[src/rtl/assert_macros.svh]
// Assertion macros for the RTL.
`ifndef ASSERT_MACROS_SVH
`define ASSERT_MACROS_SVH
`ifndef SYNTH
`define ASSERT_IMPL(label, clk, rst, cond) \
  label: assert property (@(posedge clk) disable iff (rst) (cond)) else $error("assertion failed");
`define ASSERT_NEXT(label, clk, rst, pre, post) \
  label: assert property (@(posedge clk) disable iff (rst) (pre) |=> (post)) else $error("assertion failed");
`else
`define ASSERT_IMPL(label, clk, rst, cond)
`define ASSERT_NEXT(label, clk, rst, pre, post)
`endif
`endif

[src/rtl/bslm_mul.sv]
`default_nettype none
module bslm_mul (
  input  wire logic               clk,
  input  wire logic signed [32:0] a,
  input  wire logic signed [32:0] b,
  output logic signed [65:0]      p
);
  always_ff @(posedge clk) begin
    p <= a * b;
  end
endmodule
`default_nettype wire

[config.mk]
export PLATFORM = sky130hd
export DESIGN_NAME = bslm_mul
export DESIGN_NICKNAME = d
export VERILOG_FILES = /design/src/rtl/assert_macros.svh /design/src/rtl/bslm_mul.sv
export SDC_FILE = /design/constraint.sdc
export NUM_CORES = 2
export LEC_CHECK = 0
export BUFFER_PORTS_ARGS = -buffer_cell sky130_fd_sc_hd__buf_4
export CAP_MARGIN = 0
export CORE_AREA = 4 4 266 268
export CTS_CLUSTER_SIZE = 40
export DETAILED_ROUTE_END_ITERATION = 12
export DIE_AREA = 0 0 270 272
export PLACE_DENSITY = 0.8
export SYNTH_ARGS = -nofsm -noshare
export SYNTH_HDL_FRONTEND = slang
export SYNTH_SLANG_ARGS = --single-unit
[constraint.sdc]
create_clock -name clk -period 9.14 [get_ports clk]
set_input_delay 1.371 -clock clk [delete_from_list [all_inputs] [get_ports clk]]
set_output_delay 1.371 -clock clk [all_outputs]
set_load 0.05 [all_outputs]
Yosys cells after proc, flatten, opt, wreduce, memory -nomap -nowiden

Cells that the tools add are included.

Register bits: 66
Bits of input ports: 67
Output and inout port bits: 66
Word-level logic and storage cells: 2

$mul: 1

Operators by type and width:

| operator                     | number |
|---|---|
| multiplier 33 x 33 -> 66 bit | 1 |

Logic depth before layout (Yosys ltp)

Depth after elaboration: 1
Mapped depth: 27

Worst setup path before layout

Ideal clock, no wire load.

Path kind: in2reg
Start point: input a[32]
End point: register p[62]
Arrival time: 8.528 ns
Data required time: 9.061 ns
Slack: 0.533 ns
Stages: 23
Buffers on the path: 2
Path through: clkbuf_1 -> nand2_1 -> inv_1 -> fa_1 -> fa_1 -> fa_1 -> fa_1 -> fa_1 -> fa_1 -> fa_1 -> inv_1 -> fa_1 -> inv_1 -> ha_1 -> clkbuf_1 -> and3_1 -> nand3_1 -> nand2b_1 -> a2111oi_4 -> a211oi_4 -> a21o_2 -> a21o_1 -> a211oi_2

Cells in the longest elaborated chain, start to end: 1

RTL lines:

| item                         | RTL line      | text |
|---|---|---|
| start, declared              | bslm_mul.sv:4 | `input wire logic signed [32:0] a,` |
| multiplier 33 x 33 -> 66 bit | bslm_mul.sv:9 | `p <= a * b;` |
| end signal, assigned         | bslm_mul.sv:9 |  |
| end, declared                | bslm_mul.sv:6 | `output logic signed [65:0] p` |

No other way between the ends.

Final worst setup path

Start point: input b[10]
End point: register p[58]

Cells in the longest elaborated chain, start to end: 1

RTL lines:

| item                         | RTL line      | text |
|---|---|---|
| start, declared              | bslm_mul.sv:5 | `input wire logic signed [32:0] b,` |
| multiplier 33 x 33 -> 66 bit | bslm_mul.sv:9 |  |

No other way between the ends.

==> run_results.csv <==
group,metric,value,unit
outcome,status,"finished, final reports clean",
clocking,hold_buffers,0,
synthesis,netlist_instances,4338,
timing,maxSlewViolCount,0,
clocking,clock_path_buffers,2,
place,gp_congestion,0.9314,
final_layout,biggestRegsByFlops,"p (66)",
timing,tightest_slew,1.029,ns
clocking,cts_setup_buffers,0,
timing,setup_viol,0,
synthesis,ys.flop_type,"dfxtp_1",
grt,antenna_found_initial,7,
clocking,cts_buffers,9,
synthesis,ys_warn_count,0,
final_layout,nets,5745,
worst_hold_path,hold_path.class,"input port to flip-flop",
setup_path,critPathRequiredTime,9.41,ns
place,port_buffers,132,
timing,period_needed,8.646,ns
synthesis,syn_area,40730,um^2
job,maxCapViolCount,0,
route,drt_iter0_markers,1900,
setup_path,cp_data_arrival_time,8.92,ns
floorplan,dieArea,73440,um^2
setup_path,path_class,"input port to flip-flop",
route,drt_wl_total,106.1,mm
synthesis,yosys.area.top_type,"fa_1",
floorplan,num_io_pins,133,
synthesis,ys_seq_area_frac,0.03244,
route,drt_pass1_iterations,6,
synthesis,synth_top_area_share,0.5627,
synthesis,synth.area.top_cells,"fa_1 (56%), inv_1 (10%), and2_1 (8.6%)",
final_layout,top_register,"p",
timing,fmax,115.7,MHz
clocking,clockRootBuffer,"clkbuf_16",
final_layout,layout-drive-gt1-share,0.05556,
final_layout,synthToLayoutAreaGrowth,4.893,%
clocking,cts_tree,"built",
place,dp.final_hpwl,88.11,mm
grt,gr-max-usage-layer,"met2",
route,ant_nets,0,
setup_path,cp-start-kind,"input port",
setup_path,end_kind,"flip-flop",
floorplan,fp.dieH,272,um
timing,final-hold-violation-count,0,
timing,slew_headroom,0.3143,
synthesis,synth_common_cells,"fa_1 (1145), inv_1 (1131), and2_1 (562)",
synthesis,synth_area_per_cell,9.390,um^2
grt,met2_usage,0.5324,
synthesis,syn_nets,5767,
clocking,cts_resized,0,
timing,rsz0062_at_grt,"no",
clocking,path_clk_slew,0.08,ns
timing,tns,0,ns
synthesis,synth-edff-count,0,
grt,use_met1,0.3516,
final_layout,largest_reg_flops,66,
grt,grt_pass1_wl,174.7,mm
route,num_vias,29190,
grt,grt_pass1_vias,33120,
route,wl_per_cell,20.38,um
grt,grt_util_met3,0.04413,
floorplan,core.rowCount,96,
floorplan,die_w,270,um
grt,grt_max_degree,34,
floorplan,initial_core_util,0.5960,
setup_path,cp_max_fo,33,
grt,grtUsageTotal,0.3042,
clocking,htree_levels,3,
synthesis,ys_types,80,
timing,period_share,0.9460,
synthesis,synth_async_sr_flop_share,0,
synthesis,ys_ff_latch,66,
clocking,cts_sinks,66,
route,drc,0,
grt,grt-ovfl-total,0,
route,via_per_inst,5.605,
synthesis,synth.most_common_cell,"fa_1",
floorplan,fp.coreArea,68350,um^2
critical path, stage by stage:
cell      delay [ns]
buf_4           0.40
nand2_1         0.15
fa_1            0.51
fa_1            0.53
fa_1            0.54
inv_1           0.05
fa_1            0.48
fa_1            0.63
fa_1            0.45
fa_1            0.52
inv_1           0.07
fa_1            0.49
inv_1           0.04
ha_1            0.37
a21oi_1         0.44
o21ai_1         0.18
a311o_1         0.33
a31o_1          0.27
a211oi_4        0.50
a21oi_2         0.15
nor4b_2         0.28
a311oi_1        0.08
cell type report:
| class | count | area (um^2) |
|---|---|---|
| fillers | 5479 | 25620 |
| flip-flops and latches | 66 | 1321 |
| repair buffers | 188 | 1424 |
| clock buffers | 11 | 252.7 |
| clock inverters | 4 | 51.30 |
| multi-input cells | 2920 | 34320 |
| inverters | 1131 | 4245 |
| well taps | 882 | 1104 |
| diodes | 5 | 12.51 |
final timing paths:
| kind | start | endpoint | slack, ns | depth (start not counted) |
|---|---|---|---|---|
| hold / removal | b[0] | p[0] | 1.43 | 2 |
| setup / recovery | b[10] | p[58] | 0.49 | 22 |
cell families after synthesis:
kind of cell / after synthesis / synth area share
simple gates: 1271 / 0.1578
compound gates: 219 / 0.04067
buf+inv: 1352 / 0.1251
fa+ha+maj: 1362 / 0.6294
flops: 66 / 0.03244
xor+xnor: 68 / 0.01462
routing by layer:
| layer | vias up | routed length, um |
|---|---|---|
| met4 | 2 | 8282 |
| met5 | - | 8 |
| met3 | 434 | 6508 |
| met2 | 1293 | 54880 |
| met1 | 15170 | 36450 |
| li1 | 12290 | - |
stage by stage:
step                      instances  setup WS, ns  area [um^2]  hold slack, ns  utilization
final                          5207        0.4936        42730           1.431       0.6252
after floorplan                4338        0.5326        40730           1.498            -
after global placement         5187        0.2932        42410           1.813       0.6205
after global routing           5207        0.2010        42730           1.442       0.6252
after detailed placement       5187        0.1599        42410           1.819       0.6205
after CTS                      5202        0.5712        42710           1.418       0.6250
placed cells by master (no fill, tap or decap), types with 6 or more instances in the layout:
cell type and count:
nand3_1 25, a21oi_1 57, a211oi_1 7, o21a_1 6
a31oi_1 8, a21o_1 36, ha_1 217, a211o_1 6
inv_1 1131, fa_1 1145, dfxtp_1 66, nand2b_1 12
buf_4 187, xor2_1 25, nor2_1 68, nor3_1 7
xnor2_1 43, o21ai_1 6, clkbuf_16 9, o21ai_0 25
nand2_1 551, and2_1 562, nand4_1 11, o21bai_1 11
Power is left out: the tool's default activity adds up to more than one toggle a clock period on the data nets, which glitch-free logic cannot reach.
