### src/rtl/assert_macros.svh
// Assertion macros for the RTL.
`ifndef ASSERT_MACROS_SVH
`define ASSERT_MACROS_SVH
`ifndef SYNTH
`define ASSERT_IMPL(label, clk, rst, cond) \
  label: assert property (@(posedge clk) disable iff (rst) (cond)) else $error("assertion failed");
`define ASSERT_NEXT(label, clk, rst, pre, post) \
  label: assert property (@(posedge clk) disable iff (rst) (pre) |=> (post)) else $error("assertion failed");
`else
`define ASSERT_IMPL(label, clk, rst, cond)
`define ASSERT_NEXT(label, clk, rst, pre, post)
`endif
`endif

### src/rtl/bslm_pkg.sv
`default_nettype none
package bslm_pkg;
  localparam logic [2:0] REG_MIN_RMS = 3'd0;
  localparam logic [2:0] REG_ALPHA = 3'd1;
  localparam logic [2:0] REG_OFFSET = 3'd2;
  localparam logic [2:0] REG_LOW = 3'd3;
  localparam logic [2:0] REG_HIGH = 3'd4;
  localparam logic [1:0] ST_UPDATED = 2'd0;
  localparam logic [1:0] ST_QUIET = 2'd1;
  localparam logic [1:0] ST_ZERO = 2'd2;
  localparam logic signed [31:0] LOG_SCALE_Q16 = 32'sd50504453;

  typedef enum logic [3:0] {
    S_ACC, S_M1, S_M2, S_M3, S_M4, S_CMP, S_LOGN, S_LOGI, S_LOGS, S_SCALE, S_EMA, S_EMA2,
    S_OUT
  } state_t;

  typedef struct packed {
    logic        start;
    logic [63:0] value;
  } log_req_t;

  typedef struct packed {
    logic        done;
    logic [21:0] result;
  } log_rsp_t;
endpackage
`default_nettype wire

### src/rtl/bslm_log2.sv
`default_nettype none
module bslm_log2 (
  input  wire logic               clk,
  input  wire logic               rst,
  input  wire bslm_pkg::log_req_t req,
  output bslm_pkg::log_rsp_t      rsp
);
  import bslm_pkg::*;
  logic [63:0] x;
  logic [5:0] e;
  logic [32:0] m;
  logic [15:0] frac;
  logic [4:0] cnt;
  logic [1:0] phase;
  logic [65:0] sq;
  logic [33:0] msh;

  assign sq = 66'(m) * 66'(m);
  assign msh = sq[64:31];

  always_ff @(posedge clk) begin
    rsp.done <= 1'b0;
    if (rst) begin
      phase <= 2'd0;
    end else begin
      unique case (phase)
        2'd0: if (req.start) begin
          x <= (req.value == 64'd0) ? 64'd1 : req.value;
          e <= 6'd63;
          phase <= 2'd1;
        end
        2'd1: if (x[63]) begin
          m <= {1'b0, x[63:32]};
          frac <= 16'd0;
          cnt <= 5'd0;
          phase <= 2'd2;
        end else begin
          x <= {x[62:0], 1'b0};
          e <= e - 6'd1;
        end
        2'd2: begin
          if (msh[33:32] != 2'd0) begin
            m <= msh[33:1];
            frac <= {frac[14:0], 1'b1};
          end else begin
            m <= msh[32:0];
            frac <= {frac[14:0], 1'b0};
          end
          cnt <= cnt + 5'd1;
          if (cnt == 5'd15) begin
            phase <= 2'd3;
          end
        end
        default: begin
          rsp.done <= 1'b1;
          rsp.result <= {e, frac};
          phase <= 2'd0;
        end
      endcase
    end
  end
endmodule
`default_nettype wire

### config.mk
export PLATFORM = sky130hd
export DESIGN_NAME = bslm_log2
export DESIGN_NICKNAME = d
export VERILOG_FILES = /design/src/rtl/assert_macros.svh /design/src/rtl/bslm_pkg.sv /design/src/rtl/bslm_log2.sv
export SDC_FILE = /design/constraint.sdc
export NUM_CORES = 2
export LEC_CHECK = 0
export ABC_CLOCK_PERIOD_IN_PS = 12500
export BUFFER_PORTS_ARGS = -buffer_cell sky130_fd_sc_hd__buf_4
export CORE_MARGIN = 1.5
export CORE_UTILIZATION = 55
export DETAILED_ROUTE_END_ITERATION = 8
export GPL_TIMING_DRIVEN = 1
export PLACE_DENSITY = 0.69
export SLEW_MARGIN = 5
export SYNTH_ARGS = -nofsm -noshare
export SYNTH_HDL_FRONTEND = slang
export SYNTH_SLANG_ARGS = --single-unit
export TNS_END_PERCENT = 100
### constraint.sdc
create_clock -name clk -period 12.5 [get_ports clk]
set_input_delay 2.5 -clock clk [delete_from_list [all_inputs] [get_ports clk]]
set_output_delay 2.5 -clock clk [all_outputs]
set_load 0.01 [all_outputs]
# Yosys cells after proc, flatten, opt, wreduce, memory -nomap -nowiden
# Index checks and enable logic that the tools add are counted.
# word_totals
register_bits,149
out_inout_bits,23
wordCells,52
# classes
addsub,2
n_mul,1
n_eq_ne,7
muxes,20
bitwise,2
reduce_logical,11
# ops
operator,count
64-bit 2-to-1 mux,3
64-bit one-hot mux with 2 select lines,1
33-bit 2-to-1 mux,2
33-bit one-hot mux with 2 select lines,1
33-bit by 33-bit multiplier with 65-bit output,1
64-bit logical NOT,1
16-bit one-hot mux with 2 select lines,1
23-bit 2-to-1 mux,1
16-bit 2-to-1 mux,1
6-bit 2-to-1 mux,2
6-bit one-hot mux with 2 select lines,1
5-bit one-hot mux with 2 select lines,1
3-bit AND reduction,3
2-bit != test (second input constant),4
2-bit 2-to-1 mux,3
2-bit one-hot mux with 3 select lines,1
2-bit nonzero test,3
6-bit by 1-bit subtractor with 6-bit output (second input constant),1
5-bit by 1-bit adder with 5-bit output (second input constant),1
5-bit by 4-bit equality test with 1-bit output (second input constant),1
5-bit 2-to-1 mux,1
4-bit AND reduction,1
3-bit OR reduction,1
2-bit by 1-bit equality test with 1-bit output (second input constant),1
other kinds (5),6

# Depth between registers and ports, before layout
# logic_depth
ltp_word,4
depth_mapped,32

# Worst setup path before layout
# Ideal clock, no wire load.
# synth_path
path_type,input-to-reg
from,in req[64] (netlist bit)
to,"reg e[0], enable pin"
setup_time_ns,0.600
t_arrival_ns,7.676
required_ns,11.900
setup_slack_ns,4.224
cell_stages,2
path_cell_list,mux2i_1 -> a211oi_1
# synth_via
elab_chain_cells,2
# synth_rtl
item,line_no,rtl
start: declaration,bslm_log2.sv:5,"input wire bslm_pkg::log_req_t req,"
2-bit != test (no line),-,
4-bit AND reduction (no line),-,
end signal: assignment,bslm_log2.sv:39,e <= e - 6'd1;
end: declaration,bslm_log2.sv:10,logic [5:0] e;
# No other way between the ends.
# A chain may end at the register's enable or synchronous reset.

# Worst setup path after layout
# layout_path
from,reg m[17]
to,reg m[13] (data pin)
# layout_via
elab_chain_cells,4
# layout_rtl
item,line_no,rtl
start: declaration,bslm_log2.sv:11,logic [32:0] m;
start signal: assignment,bslm_log2.sv:33,"m <= {1'b0, x[63:32]};"
start signal: assignment,bslm_log2.sv:43,m <= msh[33:1];
start signal: assignment,bslm_log2.sv:46,m <= msh[32:0];
33-bit by 33-bit multiplier with 65-bit output *,bslm_log2.sv:18,assign sq = 66'(m) * 66'(m);
2-bit nonzero test,bslm_log2.sv:42,if (msh[33:32] != 2'd0) begin
33-bit 2-to-1 mux *,bslm_log2.sv:42,
33-bit one-hot mux with 2 select lines *,bslm_log2.sv:26,unique case (phase)
# Mark *: on every way between the ends. The rest lies on a longest branch, timed or not.

==> results.cfg <==
[die]
coreArea_um2 = 65900
die_h_um = 261
start_util = 0.557
rows = 94
die_w_um = 261
io_pins = 90
fp.dieArea_um2 = 68300

[grt]
overflow = 0
antenna_found_initial = 2
grt_usage = 0.291
grt_pass1_wl_mm = 150
grt_max_degree = 73
grt_pass1_vias = 27500

[yosys]
netlist_instances = 3830
synth_mux_area_frac = 0.00140
synth_compound_area_frac = 0.0562
yosysSeqAreaShare = 0.121
async_flop_share = 0
synth-edff-count = 146
synth_top_family_by_area = adder cells
synth-main-ff-cell = edfxtp_1
synth_area_um2 = 36700
synthAdderAreaFrac = 0.563
ys_types = 73
synthSimpleGateAreaFrac = 0.113
synth-xor-area-share = 0.0131
yosys_register_bits = 149
ys_warn_count = 0
synth_nets = 5031
avgSynthCellArea_um2 = 9.58

[finish]
final_cell_mix = inv_1, fa_1, nand2_1, ha_1, and2_1
area_delta_synth_final_pct = 5.71
final_common_cell = inv_1
final_nets = 5035
num_antenna_cells = 0
drive_gt1_frac = 0.0504
nFillCells = 5744

[timing]
period_needed_ns = 9.59
setup_viol = 0
finalHoldViolCount = 0
max-slew-margin-rel = 0.194
max_freq_mhz = 104
rsz0062_at_grt = no
tns_ns = 0
finalClockSkew_ns = 0.0106
post-route-period-util = 0.767
drv_slew = 0
tightest_slew_ns = 1.20

[setup_path]
slowest_delay_ns = 0.97
cp_slowest_cell = edfxtp_1
crit_top_cell = fa_1
cp.buffers_inverters = 5
critPathTopFamily = adder cells
critPathLaunchType = register
rrSetupSlack_ns = 2.91
worstSetupPathType = reg2reg
end_kind = register
required_ns = 12.76
cp.arrival_ns = 9.84
path_max_fanout = 27

[clock_network]
cts_sinks = 149
cts-root-buf = clkbuf_16
cts.reportedPaths.clkPinSlew_ns = 0.07
clkLatencyLatePin_ns = 0.43
cts_hold_buf = 0
cts.path.max_buffers = 2
numCtsBuffers = 17
cts_tree = yes
cts_resized = 0
cts.htree.levels = 4
cts_setup_buffers = 0

[detailed_routing]
drt_iter0_markers = 1785
wirelength_mm = 93.0
vias = 25200
wire_per_inst_um = 19.7
drc_errors = 0
dr.pass1.iters = 5
vias_per_cell = 5.35
drtAntennaViolNets = 0

[place]
place_congestion = 0.973
dp_hpwl_mm = 73.4
port_buffers = 89

[run_status]
status = finished clean

[worst_hold_path]
min_path_type = reg2reg

[job]
timing.max_cap.violations = 0
## path summary, 6_finish.rpt
path / from / end / cells past startpoint
setup / recovery: m[17] / m[13] / 25
hold reg to reg: frac[15] / rsp[15] / 0
setup reg to reg: m[17] / m[13] / 25
hold / removal: frac[15] / rsp[15] / 0
## registers in the layout, summed over array words and instances, names as in the netlist
register	count
e	6
rsp	23
frac	16
x	64
cnt	5
phase	2
m	33
## Yosys cell counts (9+ instances only)
cell	count	share of area
xnor2_1	34	0.0081
nand2_1	435	0.044
a21o_1	27	0.0055
clkbuf_1	124	0.013
a21oi_1	76	0.010
and2_1	208	0.035
ha_1	274	0.093
nor3_1	14	0.0019
fa_1	860	0.47
o21bai_1	18	0.0037
o21ai_0	98	0.013
edfxtp_1	146	0.12
nor2_1	115	0.012
nand3_1	31	0.0042
nor2b_1	13	0.0022
nand4_1	25	0.0043
a31oi_1	9	0.0015
nor4_1	20	0.0034
buf_2	9	0.0012
inv_1	1138	0.12
o221ai_1	11	0.0026
xor2_1	19	0.0045
a211o_1	10	0.0024
## worst reg2reg max path, cell delays in order, from the launching register on
cell,delay (ns)
edfxtp_1,0.97
clkinv_1,0.67
nor2_1,0.42
fa_1,0.50
fa_1,0.49
fa_1,0.51
inv_1,0.05
fa_1,0.48
inv_1,0.07
fa_1,0.50
fa_1,0.51
fa_1,0.50
inv_1,0.05
fa_1,0.48
inv_1,0.04
ha_1,0.40
nand4_1,0.20
nor2_1,0.15
nand2_1,0.06
a31oi_1,0.36
o2111ai_4,0.24
nand4_1,0.16
nand2_1,0.11
o31ai_4,0.91
nand2_1,0.33
o221ai_1,0.26
## per-layer routing
layer,up-vias,global-route usage,part of all wire
li1,11300,-,-
met1,12700,0.388,0.40
met2,963,0.482,0.49
met3,187,0.0567,0.083
met4,0,0.0955,0.034
met5,-,0,0
## cell type report
cell class                      instances  area [um^2]  share of cell area
Multi-Input combinational cell       2397        27400               0.707
Inverter                             1140         4280               0.110
Sequential cell                       149         4440               0.115
Tap cell                              864         1080              0.0279
Clock buffer                           17          425              0.0110
Clock inverter                         15          156             0.00403
Timing Repair Buffer                  129          968              0.0250
## logic make-up after synthesis
family | after synthesis
AOI/OAI and AO/OA | 314
xor gates and xnor gates | 54
adders and majority gates | 1134
buffers and inverters | 1284
DFF | 149
muxes | 5
and+or+nand+nor | 890
## metrics by stage
stage	hold WS [ns]	area, um^2	setup WS (ns)	std cells	util
floorplan	0.400	36700	4.22	3830	-
global placement	0.411	38200	3.09	4679	0.580
detailed placement	0.420	38200	3.09	4679	0.580
CTS	0.437	38800	3.05	4711	0.589
global route	0.453	38800	2.32	4711	0.589
finish	0.434	38800	2.91	4711	0.589
Power is not shown: default switching activity piles up to over one toggle a cycle in this logic, so the estimate is an artifact.
